$ cat config.mk
export PLATFORM = sky130hd
export DESIGN_NAME = expression_token_scanner
export DESIGN_NICKNAME = d
export VERILOG_FILES = /design/src/sv/etk_pkg.sv /design/src/sv/etk_scan_core.sv /design/src/sv/etk_out_queue.sv /design/src/sv/expression_token_scanner.sv
export SDC_FILE = /design/constraint.sdc
export NUM_CORES = 1
export LEC_CHECK = 0
export BUFFER_PORTS_ARGS = -buffer_cell sky130_fd_sc_hd__buf_2
export CAP_MARGIN = 20
export CORE_MARGIN = 3
export CORE_UTILIZATION = 50
export CTS_BUF_LIST = sky130_fd_sc_hd__clkbuf_4 sky130_fd_sc_hd__clkbuf_8
export DETAILED_ROUTE_END_ITERATION = 6
export PLACE_DENSITY_LB_ADDON = 0.12
export SYNTH_ARGS = -nofsm -noshare
export SYNTH_HDL_FRONTEND = slang
export SYNTH_SLANG_ARGS = --single-unit
$ cat constraint.sdc
create_clock -name clk -period 5.9 [get_ports clk]
set_input_delay 1.18 -clock clk [delete_from_list [all_inputs] [get_ports clk]]
set_output_delay 1.18 -clock clk [all_outputs]
set_load 0.005 [all_outputs]
$ cat src/sv/etk_pkg.sv
`default_nettype none

package etk_pkg;

  localparam logic [4:0] K_ERR    = 5'd0;
  localparam logic [4:0] K_LT     = 5'd1;
  localparam logic [4:0] K_LE     = 5'd2;
  localparam logic [4:0] K_GT     = 5'd3;
  localparam logic [4:0] K_GE     = 5'd4;
  localparam logic [4:0] K_EQ     = 5'd5;
  localparam logic [4:0] K_NE     = 5'd6;
  localparam logic [4:0] K_MINUS  = 5'd7;
  localparam logic [4:0] K_PLUS   = 5'd8;
  localparam logic [4:0] K_MUL    = 5'd9;
  localparam logic [4:0] K_AND    = 5'd10;
  localparam logic [4:0] K_DIV    = 5'd11;
  localparam logic [4:0] K_COLON  = 5'd12;
  localparam logic [4:0] K_QUEST  = 5'd13;
  localparam logic [4:0] K_LPAREN = 5'd14;
  localparam logic [4:0] K_RPAREN = 5'd15;
  localparam logic [4:0] K_STR    = 5'd16;
  localparam logic [4:0] K_INT    = 5'd17;
  localparam logic [4:0] K_REAL   = 5'd18;
  localparam logic [4:0] K_IDENT  = 5'd19;
  localparam logic [4:0] K_END    = 5'd20;

  localparam logic [7:0] CH_LT      = 8'h3C;
  localparam logic [7:0] CH_GT      = 8'h3E;
  localparam logic [7:0] CH_EQ      = 8'h3D;
  localparam logic [7:0] CH_BANG    = 8'h21;
  localparam logic [7:0] CH_QUOTE   = 8'h22;
  localparam logic [7:0] CH_MINUS   = 8'h2D;
  localparam logic [7:0] CH_PLUS    = 8'h2B;
  localparam logic [7:0] CH_STAR    = 8'h2A;
  localparam logic [7:0] CH_AMP     = 8'h26;
  localparam logic [7:0] CH_SLASH   = 8'h2F;
  localparam logic [7:0] CH_COLON   = 8'h3A;
  localparam logic [7:0] CH_QUEST   = 8'h3F;
  localparam logic [7:0] CH_LPAREN  = 8'h28;
  localparam logic [7:0] CH_RPAREN  = 8'h29;
  localparam logic [7:0] CH_UNDER   = 8'h5F;
  localparam logic [7:0] CH_NEWLINE = 8'h0A;
  localparam logic [7:0] CH_PERIOD  = 8'h2E;

  typedef struct packed {
    logic [4:0]  kind;
    logic [31:0] start;
    logic [7:0]  length;
    logic [31:0] row;
    logic        too_long;
    logic        last;
  } token_t;

  function automatic logic is_digit(input logic [7:0] b);
    is_digit = (b >= 8'h30) && (b <= 8'h39);
  endfunction

  function automatic logic is_alpha(input logic [7:0] b);
    is_alpha = ((b >= 8'h61) && (b <= 8'h7A)) || ((b >= 8'h41) && (b <= 8'h5A)) || b[7];
  endfunction

  function automatic logic is_space(input logic [7:0] b);
    is_space = (b == 8'h20) || ((b >= 8'h09) && (b <= 8'h0D));
  endfunction

endpackage

`default_nettype wire

$ cat src/sv/etk_scan_core.sv
`default_nettype none

module etk_scan_core #(
  parameter int MAX_TOKEN_LEN = 255,
  parameter int POSITION_BITS = 32
) (
  input  wire logic            clk,
  input  wire logic            rst,
  input  wire logic            cfg_write,
  input  wire logic [7:0]      cfg_data,
  input  wire logic            fire,
  input  wire logic [7:0]      text_byte,
  input  wire logic            end_of_text,
  output etk_pkg::token_t      res0,
  output etk_pkg::token_t      res1,
  output logic [1:0]           res_count
);
  import etk_pkg::*;

  localparam int LEN_BITS = $clog2(MAX_TOKEN_LEN + 2);
  localparam logic [LEN_BITS-1:0] LEN_MAX = LEN_BITS'(MAX_TOKEN_LEN);
  localparam logic [LEN_BITS-1:0] LEN_ONE = LEN_BITS'(1);
  localparam logic [LEN_BITS-1:0] LEN_TWO = LEN_BITS'(2);
  localparam logic [POSITION_BITS-1:0] POS_MAX = '1;

  localparam logic [2:0] M_IDLE  = 3'd0;
  localparam logic [2:0] M_LT    = 3'd1;
  localparam logic [2:0] M_GT    = 3'd2;
  localparam logic [2:0] M_BANG  = 3'd3;
  localparam logic [2:0] M_INT   = 3'd4;
  localparam logic [2:0] M_REAL  = 3'd5;
  localparam logic [2:0] M_IDENT = 3'd6;
  localparam logic [2:0] M_STR   = 3'd7;

  logic [2:0]               mode, mode_next;
  logic [POSITION_BITS-1:0] pending_start, start_next;
  logic [LEN_BITS-1:0]      pending_length, len_next;
  logic [POSITION_BITS-1:0] pending_row, prow_next;
  logic [POSITION_BITS-1:0] byte_offset, offset_next;
  logic [POSITION_BITS-1:0] row_count, row_next;
  logic                     ended, ended_next;
  logic [7:0]               dp_char;

  logic     flush_en, fresh_en, do_fresh;
  logic [4:0] fresh_kind;
  token_t   flush_tok, fresh_tok;

  function automatic logic [POSITION_BITS-1:0] pos_inc(input logic [POSITION_BITS-1:0] v);
    pos_inc = (v == POS_MAX) ? v : v + 1'b1;
  endfunction

  function automatic token_t make_tok(input logic [4:0] kind,
                                      input logic [POSITION_BITS-1:0] start,
                                      input logic [LEN_BITS-1:0] len,
                                      input logic [POSITION_BITS-1:0] row);
    token_t t;
    t.kind     = kind;
    t.start    = 32'(start);
    t.length   = 8'((len > LEN_MAX) ? LEN_MAX : len);
    t.row      = 32'(row);
    t.too_long = len > LEN_MAX;
    t.last     = 1'b0;
    make_tok = t;
  endfunction

  function automatic logic [4:0] mode_kind(input logic [2:0] m);
    logic [4:0] k;
    unique case (m)
      M_LT:    k = K_LT;
      M_GT:    k = K_GT;
      M_INT:   k = K_INT;
      M_REAL:  k = K_REAL;
      M_IDENT: k = K_IDENT;
      M_STR:   k = K_STR;
      default: k = K_ERR;
    endcase
    mode_kind = k;
  endfunction

  always_comb begin
    mode_next   = mode;
    start_next  = pending_start;
    len_next    = pending_length;
    prow_next   = pending_row;
    offset_next = byte_offset;
    row_next    = row_count;
    ended_next  = ended;
    flush_en    = 1'b0;
    fresh_en    = 1'b0;
    do_fresh    = 1'b0;
    fresh_kind  = K_ERR;
    flush_tok   = make_tok(mode_kind(mode), pending_start, pending_length, pending_row);
    fresh_tok   = make_tok(K_END, byte_offset, '0, row_count);

    if (fire) begin
      if (end_of_text) begin
        flush_en   = !ended && (mode != M_IDLE);
        fresh_en   = 1'b1;
        mode_next  = M_IDLE;
        ended_next = 1'b1;
      end else if (!ended) begin
        unique case (mode) inside
          M_LT: begin
            if (text_byte == CH_EQ || text_byte == CH_GT) begin
              flush_en  = 1'b1;
              flush_tok = make_tok((text_byte == CH_EQ) ? K_LE : K_NE,
                                   pending_start, LEN_TWO, pending_row);
              mode_next = M_IDLE;
            end else begin
              flush_en = 1'b1;
              do_fresh = 1'b1;
            end
          end
          M_GT, M_BANG: begin
            if (text_byte == CH_EQ) begin
              flush_en  = 1'b1;
              flush_tok = make_tok((mode == M_GT) ? K_GE : K_NE,
                                   pending_start, LEN_TWO, pending_row);
              mode_next = M_IDLE;
            end else begin
              flush_en = 1'b1;
              do_fresh = 1'b1;
            end
          end
          M_INT: begin
            if (is_digit(text_byte) || text_byte == dp_char || is_alpha(text_byte)) begin
              if (pending_length <= LEN_MAX) len_next = pending_length + 1'b1;
              if (!is_digit(text_byte)) begin
                mode_next = (text_byte == dp_char) ? M_REAL : M_IDENT;
              end
            end else begin
              flush_en = 1'b1;
              do_fresh = 1'b1;
            end
          end
          M_REAL: begin
            if (is_digit(text_byte)) begin
              if (pending_length <= LEN_MAX) len_next = pending_length + 1'b1;
            end else begin
              flush_en = 1'b1;
              do_fresh = 1'b1;
            end
          end
          M_IDENT: begin
            if (is_digit(text_byte) || is_alpha(text_byte) || text_byte == CH_UNDER) begin
              if (pending_length <= LEN_MAX) len_next = pending_length + 1'b1;
            end else begin
              flush_en = 1'b1;
              do_fresh = 1'b1;
            end
          end
          M_STR: begin
            if (text_byte == CH_QUOTE) begin
              flush_en  = 1'b1;
              mode_next = M_IDLE;
            end else if (pending_length <= LEN_MAX) begin
              len_next = pending_length + 1'b1;
            end
          end
          default: do_fresh = 1'b1;
        endcase

        if (do_fresh) begin
          mode_next = M_IDLE;
          if (!is_space(text_byte)) begin
            unique case (text_byte) inside
              CH_LT, CH_GT, CH_BANG: begin
                mode_next  = (text_byte == CH_LT) ? M_LT :
                             (text_byte == CH_GT) ? M_GT : M_BANG;
                start_next = byte_offset;
                len_next   = LEN_ONE;
                prow_next  = row_count;
              end
              CH_QUOTE: begin
                mode_next  = M_STR;
                start_next = pos_inc(byte_offset);
                len_next   = '0;
                prow_next  = row_count;
              end
              CH_EQ:     begin fresh_en = 1'b1; fresh_kind = K_EQ;     end
              CH_MINUS:  begin fresh_en = 1'b1; fresh_kind = K_MINUS;  end
              CH_PLUS:   begin fresh_en = 1'b1; fresh_kind = K_PLUS;   end
              CH_STAR:   begin fresh_en = 1'b1; fresh_kind = K_MUL;    end
              CH_AMP:    begin fresh_en = 1'b1; fresh_kind = K_AND;    end
              CH_SLASH:  begin fresh_en = 1'b1; fresh_kind = K_DIV;    end
              CH_COLON:  begin fresh_en = 1'b1; fresh_kind = K_COLON;  end
              CH_QUEST:  begin fresh_en = 1'b1; fresh_kind = K_QUEST;  end
              CH_LPAREN: begin fresh_en = 1'b1; fresh_kind = K_LPAREN; end
              CH_RPAREN: begin fresh_en = 1'b1; fresh_kind = K_RPAREN; end
              default: begin
                if (is_digit(text_byte) || is_alpha(text_byte)) begin
                  mode_next  = is_digit(text_byte) ? M_INT : M_IDENT;
                  start_next = byte_offset;
                  len_next   = LEN_ONE;
                  prow_next  = row_count;
                end else begin
                  fresh_en   = 1'b1;
                  fresh_kind = K_ERR;
                end
              end
            endcase
          end
          fresh_tok = make_tok(fresh_kind, byte_offset, LEN_ONE, row_count);
        end

        if (text_byte == CH_NEWLINE) row_next = pos_inc(row_count);
        offset_next = pos_inc(byte_offset);
      end
    end
  end

  // pack results in order: closed token first, then the one the byte forms
  always_comb begin
    res0 = flush_en ? flush_tok : fresh_tok;
    res1 = fresh_tok;
    res_count = 2'(flush_en) + 2'(fresh_en);
    res0.last = (res_count == 2'd1);
    res1.last = 1'b1;
  end

  always_ff @(posedge clk) begin
    if (rst) begin
      mode        <= M_IDLE;
      byte_offset <= '0;
      row_count   <= '0;
      ended       <= 1'b0;
      dp_char     <= CH_PERIOD;
    end else begin
      mode        <= mode_next;
      byte_offset <= offset_next;
      row_count   <= row_next;
      ended       <= ended_next;
      if (cfg_write) dp_char <= cfg_data;
    end
  end

  always_ff @(posedge clk) begin
    if (rst) begin
      pending_start  <= '0;
      pending_length <= '0;
      pending_row    <= '0;
    end else begin
      pending_start  <= start_next;
      pending_length <= len_next;
      pending_row    <= prow_next;
    end
  end

endmodule

`default_nettype wire

$ cat src/sv/etk_out_queue.sv
`default_nettype none

module etk_out_queue (
  input  wire logic             clk,
  input  wire logic             rst,
  input  wire logic             push,
  input  wire logic [1:0]       push_count,
  input  wire etk_pkg::token_t  push_tok0,
  input  wire etk_pkg::token_t  push_tok1,
  output logic                  can_push,
  output logic                  out_valid,
  input  wire logic             out_ready,
  output etk_pkg::token_t       head
);
  import etk_pkg::*;

  logic [1:0] count;
  token_t     slot0, slot1;
  logic       pop;

  assign pop       = out_valid && out_ready;
  assign out_valid = (count != 2'd0);
  assign head      = slot0;
  // a push only lands on an empty queue (after this cycle's pop)
  assign can_push  = !rst && ((count == 2'd0) || ((count == 2'd1) && out_ready));

  always_ff @(posedge clk) begin
    if (rst) begin
      count <= 2'd0;
    end else if (push) begin
      count <= push_count;
    end else if (pop) begin
      count <= count - 2'd1;
    end
  end

  always_ff @(posedge clk) begin
    if (push) begin
      slot0 <= push_tok0;
      slot1 <= push_tok1;
    end else if (pop) begin
      slot0 <= slot1;
    end
  end

endmodule

`default_nettype wire

$ cat src/sv/expression_token_scanner.sv
`default_nettype none

// channel   direction  handshake            payload
// input     in         in_valid/in_ready    text_byte, end_of_text
// output    out        out_valid/out_ready  token_kind .. last_of_run
// config    in         cfg_write            cfg_data (decimal point byte)
//
// One word per cycle when each word yields at most one token and out_ready
// stays high; a word that closes a token and forms another holds off the
// next word while the single result port drains a two-entry token queue.
// Synchronous reset; clears scan state, counters and the queue, and sets
// the decimal point byte to '.'. in_ready is low in reset and drops while
// the queue cannot take a new word's tokens.

module expression_token_scanner #(
  parameter int MAX_TOKEN_LEN = 255,
  parameter int POSITION_BITS = 32
) (
  input  wire logic        clk,
  input  wire logic        rst,
  input  wire logic        cfg_write,
  input  wire logic [7:0]  cfg_data,
  input  wire logic        in_valid,
  output logic             in_ready,
  input  wire logic [7:0]  text_byte,
  input  wire logic        end_of_text,
  output logic             out_valid,
  input  wire logic        out_ready,
  output logic [4:0]       token_kind,
  output logic [31:0]      token_start,
  output logic [7:0]       token_length,
  output logic [31:0]      token_row,
  output logic             too_long,
  output logic             last_of_run
);
  import etk_pkg::*;

  logic       fire;
  token_t     res0, res1, head;
  logic [1:0] res_count;

  assign fire = in_valid && in_ready;

  etk_scan_core #(
    .MAX_TOKEN_LEN(MAX_TOKEN_LEN),
    .POSITION_BITS(POSITION_BITS)
  ) u_core (
    .clk         (clk),
    .rst         (rst),
    .cfg_write   (cfg_write),
    .cfg_data    (cfg_data),
    .fire        (fire),
    .text_byte   (text_byte),
    .end_of_text (end_of_text),
    .res0        (res0),
    .res1        (res1),
    .res_count   (res_count)
  );

  etk_out_queue u_queue (
    .clk        (clk),
    .rst        (rst),
    .push       (fire),
    .push_count (res_count),
    .push_tok0  (res0),
    .push_tok1  (res1),
    .can_push   (in_ready),
    .out_valid  (out_valid),
    .out_ready  (out_ready),
    .head       (head)
  );

  assign token_kind   = head.kind;
  assign token_start  = head.start;
  assign token_length = head.length;
  assign token_row    = head.row;
  assign too_long     = head.too_long;
  assign last_of_run  = head.last;

endmodule

`default_nettype wire
==> results.yml, run 1 <==
run_status:
  status: "complete, no violations"
power_and_ir_drop:
  p_per_area_nw_per_um2: 303
  peakVddDrop_v: 0.000150
  p_total_w: 0.00465
  leakage_nw: 5.39
yosys:
  yosys.area_share.adder_pct: 0.552
  synthMuxAreaShare_pct: 5.68
  async_flop_share_pct: 0
  synth-simple-area-share_pct: 18.4
  ys_ff_latch: 300
  synth_compound_area_share_pct: 11.3
  syn-num-nets: 1392
  ys_seq_area_share_pct: 55.1
  avgSynthCellArea_sq_um: 9.97
  synth-xor-area-share_pct: 5.73
  synth_top_family_by_area: "simple AND/OR/NAND/NOR gates"
  synth-edff-count: 149
  synth_cell_types: 75
  synth_warnings: 0
  synth_flop_cell: "dfxtp_1"
  netlist_instances: 1364
  netlist_area_sq_um: 13600
floorplanning:
  fp.coreArea_sq_um: 26400
  rows: 59
  die_h_um: 171
  initial_core_util_pct: 51.4
  io_pins: 103
  die_width_um: 171
  die_area_sq_um: 29200
finish:
  multiInputGateArea_sq_um: 5690
  fillCellCount: 2326
  final_common_cell: "nand2_1"
  drive_above_1_share_pct: 15.8
  ff_latch_area_sq_um: 7500
  antenna_cells: 0
  layout.nets: 1473
  most-common-layout-cells: "204 x nand2_1, 151 x dfxtp_1, 149 x edfxtp_1, 121 x nor2_1, 109 x o21ai_0"
  area_growth_pct: 13.0
worst_setup_path:
  rrSetupSlack_ns: 2.18
  r2r-end: "u_queue.head[32]"
  cpPeakStageDelay_ns: 0.69
  path_max_fanout: 33
  critical_path_class: "in -> reg"
  setup.worst_path.start_class: "input pin"
  arrival_ns: 4.31
  cp_common_cell: "o21ai_0"
  crit_buf_inv: 2
  cpLargestDelayFamily: "simple AND/OR/NAND/NOR gates"
  timing.rr.start: "u_core.mode[2]"
  endpoint_kind: "flip-flop"
  required_ns: 6.37
  cp_cell_sequence: "buf_2, nand2b_1, o21ai_0, a32oi_1, a211o_1, nand3_2, buf_4, or3_1, o21ai_0"
  reg2reg_depth: 9
  slowest_stage: "nand3_2"
clock_tree:
  cts_resized: 0
  clock_latency_ns: 0.56
  h-tree-depth: 2
  holdBufCountCts: 0
  root_buffer: "clkbuf_8"
  cts_buffers: 49
  cts.clk_slew.worst_paths_ns: 0.06
  post-cts-setup-buffer-count: 0
  cts.sinks: 300
  clockBufferDepth: 3
  tritoncts: "yes"
sta:
  fmaxAchievable_mhz: 260
  hold_ws_ns: 0.454
  tns_ns: 0
  drv_slew: 0
  worst_pin_slew_ns: 1.05
  hold_viol: 0
  rsz0062_at_grt: "false"
  setup_ws_ns: 2.06
  fin_crit_ns: 3.84
  timing.slew.headroom_pct: 29.7
  final.period_utilization_pct: 65.1
  skew_ns: 0.0233
  finalSetupViolations: 0
min_path:
  min_to: "u_core.pending_row[23]"
  worstHoldPathCells: 2
  hp-start: "u_core.pending_row[23]"
  hp-class: "reg -> reg"
global_routing:
  globalRouteOverflowTotal: 0
  grt_pass1_vias: 9489
  antenna_found_initial: 0
  grt_pass1_wl_um: 50700
  track_usage_pct: 21.3
  grt_max_degree: 99
drt:
  vias_per_cell: 5.52
  drc: 0
  num_vias: 10100
  first_iter_violations: 681
  firstDrtPassIters: 5
  wl_per_cell_um: 16.9
  totalWireLength_um: 30800
  antenna_left: 0
placement:
  dp_hpwl_um: 19400
  portBuffers: 102
  dp_slack_ns: 1.52
  gp_congestion: 0.861
run:
  maxCapViolations: 0
layout make-up:
type / instances / area share [%]
tap: 335 / 2.73
sequential: 300 / 48.8
timing repair buffer: 118 / 4.25
clock inverter: 9 / 0.513
clock buffer: 82 / 6.17
inverter: 19 / 0.472
multi-input combinational: 957 / 37.1
cells by family after synthesis:
group | Yosys count
XOR/XNOR | 89
multiplexers | 77
buffers and inverters | 107
AND/OR/NAND/NOR | 531
flip-flops | 300
adder cells (fa/ha/maj) | 6
AO/OA/AOI/OAI | 254
cell usage after synthesis, drive strengths merged (11+ instances only):
master | instances | area (sq um)
a21oi | 62 | 314
xor2 | 59 | 517
inv | 18 | 67.6
nor3 | 34 | 185
nor2 | 121 | 454
edfxtp | 149 | 4470
nand3 | 53 | 265
and4 | 11 | 96.3
or3 | 17 | 106
clkbuf | 65 | 244
and3 | 19 | 119
o21ai | 111 | 556
mux2i | 76 | 761
dfxtp | 151 | 3020
nand4 | 20 | 125
xnor2 | 30 | 263
buf | 23 | 119
a211oi | 11 | 87.6
nand2 | 205 | 769
layer usage:
| layer | global-route usage [%] | wire (um) |
|---|---|---|
| met4 | 4.72 | 467 |
| met1 | 31.3 | 14800 |
| met5 | 0 | 0 |
| met2 | 33.5 | 13900 |
| met3 | 3.49 | 1630 |
where the power goes:
part / switching, W / internal, W / total (W)
Clock: 0.000791 / 0.00106 / 0.00185
Combinational: 0.000290 / 0.000146 / 0.000435
Sequential: 0.0000393 / 0.00233 / 0.00237
stage by stage:
step,utilization [%],instance area (sq um),cells
after global routing,58.1,15400,1820
after detailed placement,54.1,14300,1728
after CTS,58.0,15300,1819
after floorplan,-,13600,1364
after global placement,54.1,14300,1727
final,58.1,15400,1820
worst register-to-register path: stages (launching register included):
cell and delay (ns):
dfxtp_1 0.66, inv_2 0.22, nor3_1 0.40, a21boi_1 0.35, o21a_1 0.22, o31a_2 0.57, buf_4 0.37, buf_4 0.33
mux2i_1 0.23, o21ai_0 0.09
state kept, by name, summed over array words and instances, names as in the netlist:
signal                 flops
u_core.byte_offset        32
u_core.dp_char             8
u_core.ended               1
u_core.mode                3
u_core.pending_length      9
u_core.pending_row        32
u_core.pending_start      32
u_core.row_count          32
u_queue.count              2
u_queue.head              79
u_queue.slot1             70
worst max-delay path by stage:
stage	startpoint	endpoint	slack, ns	cells past startpoint
CTS	text_byte[0]	u_core.pending_start[18]	2.14	9
global placement	text_byte[0]	u_core.pending_start[18]	1.50	9
finish	text_byte[0]	u_core.pending_start[18]	2.06	9
global route	text_byte[0]	u_core.pending_row[20]	1.72	9
floorplan	rst	u_queue.count[0]	0.93	10
detailed placement	text_byte[0]	u_core.pending_row[13]	1.52	9
Note: power is estimated with default switching activity, not from simulation.
==> run 2, diff against run 1 <==
- clock period: 5.9 -> 3.89 ns (I/O delays scaled with it)
==> run 2 against run 1 <==
Count of clock-buffer cells in the layout grew 2. Non-clock buffer count rose by 15. Setup slack got worse by 1.2 ns. Cell count is 0.99% higher. Routed wire length is 2.8% higher. Via count rose by 1.8%. Global-route usage is 0.42 points higher. Clock power increased by 67%. Largest cell class unchanged. Highest routed layer unchanged.
==> results.yml, run 2 (same netlist as run 1, synthesis figures left out) <==
run_status:
  status: "complete, no violations"
worst_setup_path:
  rrSetupSlack_ns: 1.02
  cpLargestDelayFamily: "simple AND/OR/NAND/NOR gates"
  crit_buf_inv: 1
  endpoint_kind: "flip-flop"
  setup.worst_path.start_class: "input pin"
  required_ns: 4.35
  critical_path_class: "in -> reg"
  critical_path_depth: 11
  path_max_fanout: 10
  r2r-end: "u_queue.count[0]"
  timing.rr.start: "u_core.mode[1]"
  cp-endpoint: "u_queue.count[0]"
  cp_cell_sequence: "buf_2, or3b_1, o311ai_1, a32oi_1, a211o_1, nand2_1, nor3_1, o21a_1, ha_1, nand2b_1, and3_1"
  slowest_stage: "or3b_1"
  cpPeakStageDelay_ns: 0.53
  reg2reg_depth: 10
  arrival_ns: 3.46
  startpoint: "text_byte[5]"
global_routing:
  globalRouteOverflowTotal: 0
  grt_pass1_wl_um: 51600
  grt_max_degree: 138
  antenna_found_initial: 0
  grt_pass1_vias: 9809
  track_usage_pct: 21.7
sta:
  final.period_utilization_pct: 77.0
  setup_ws_ns: 0.893
  rsz0062_at_grt: "false"
  finalSetupViolations: 0
  drv_slew: 0
  hold_viol: 0
  timing.slew.headroom_pct: 33.7
  worst_pin_slew_ns: 0.994
  fmaxAchievable_mhz: 334
  fin_crit_ns: 3.00
  tns_ns: 0
  skew_ns: 0.0232
drt:
  num_vias: 10200
  wl_per_cell_um: 17.3
  firstDrtPassIters: 5
  vias_per_cell: 5.57
  antenna_left: 0
  totalWireLength_um: 31700
  drc: 0
  first_iter_violations: 649
run:
  maxCapViolations: 0
clock_tree:
  clock_latency_ns: 0.57
  h-tree-depth: 2
  cts.sinks: 300
  clockBufferDepth: 3
  cts_buffers: 51
  post-cts-setup-buffer-count: 0
  cts.clk_slew.worst_paths_ns: 0.06
  cts_resized: 0
  tritoncts: "yes"
  holdBufCountCts: 0
  root_buffer: "clkbuf_8"
finish:
  final_common_cell: "nand2_1"
  antenna_cells: 0
  multiInputGateArea_sq_um: 5690
  drive_above_1_share_pct: 16.9
  largest_register_ffs: 79
  most-common-layout-cells: "204 x nand2_1, 151 x dfxtp_1, 149 x edfxtp_1, 121 x nor2_1, 109 x o21ai_0"
  fin_area_sq_um: 15600
  fin_cells: 1838
  ff_latch_area_sq_um: 7500
  layout.nets: 1490
  fin_util_pct: 59.1
  area_growth_pct: 14.9
  fillCellCount: 2294
power_and_ir_drop:
  p_per_area_nw_per_um2: 472
  peakVddDrop_v: 0.000280
  leakage_nw: 5.54
placement:
  portBuffers: 102
  dp_slack_ns: 0.350
  dpl_cell_area_sq_um: 14500
  dp.cells: 1744
  dp_hpwl_um: 20600
  gp_congestion: 0.866
floorplanning:
  fp.coreArea_sq_um: 26400
  initial_core_util_pct: 51.4
  die_h_um: 171
  die_area_sq_um: 29200
  die_width_um: 171
  io_pins: 103
  rows: 59
min_path:
  hp-class: "in -> reg"
[run 2: cell count changes in the layout (fill, tap and decap cells not counted)]
cell and change:
buf_4 +11, buf_12 +5, bufinv_16 +3, clkbuf_8 +3, buf_16 -1, clkbuf_4 -1, clkinv_1 -1, clkinvlp_4 -1
[run 2: worst register-to-register path: stages, from the launching register on]
cell and delay, ns:
dfxtp_1 0.60, and3b_1 0.32, o31ai_1 0.10, nor3_1 0.28, a211o_1 0.26, nand2_1 0.18
nor3_1 0.30, o21a_1 0.16, ha_1 0.22, nand2b_1 0.17, and3_1 0.17
[run 2: how the worst min path moves through the flow]
stage                                         to  depth (start not counted)                    from
final                          u_core.dp_char[1]                          3             cfg_data[1]
after global routing           u_core.dp_char[1]                          3             cfg_data[1]
after CTS                      u_core.dp_char[1]                          3             cfg_data[1]
after detailed placement   u_core.pending_row[5]                          2   u_core.pending_row[5]
after global placement    u_core.pending_row[27]                          2  u_core.pending_row[27]
after floorplan                u_queue.slot1[47]                          0   u_core.byte_offset[5]
[run 2: area by class of cell]
class	count	share of cell area, %
flip-flops and latches	300	48.0
multi-input cells	957	36.4
clock buffers	84	6.28
repair buffers	133	5.17
well taps	335	2.68
clock inverters	10	1.01
inverters	19	0.464
[run 2: routing by layer]
layer	GRT usage [%]	wire length, um	share of wire (%)
met1	31.6	15200	48
met2	34.2	14200	45
met3	3.47	1660	5.2
met4	5.77	639	2.0
met5	0	0	0
[run 2: power breakdown]
part           leakage, nW  switching (W)  internal [W]
logic                 2.25       0.000452      0.000241
registers             2.68      0.0000616       0.00353
clock network        0.607        0.00123       0.00186
[run 2: metrics by stage]
stage | total power (W) | hold WS (ns)
5_1_grt | 0.00768 | 0.435
6_report | 0.00737 | 0.440
2_1_floorplan | 0.00405 | 0.403
3_5_place_dp | 0.00436 | 0.448
3_3_place_gp | 0.00435 | 0.442
4_1_cts | 0.00745 | 0.408
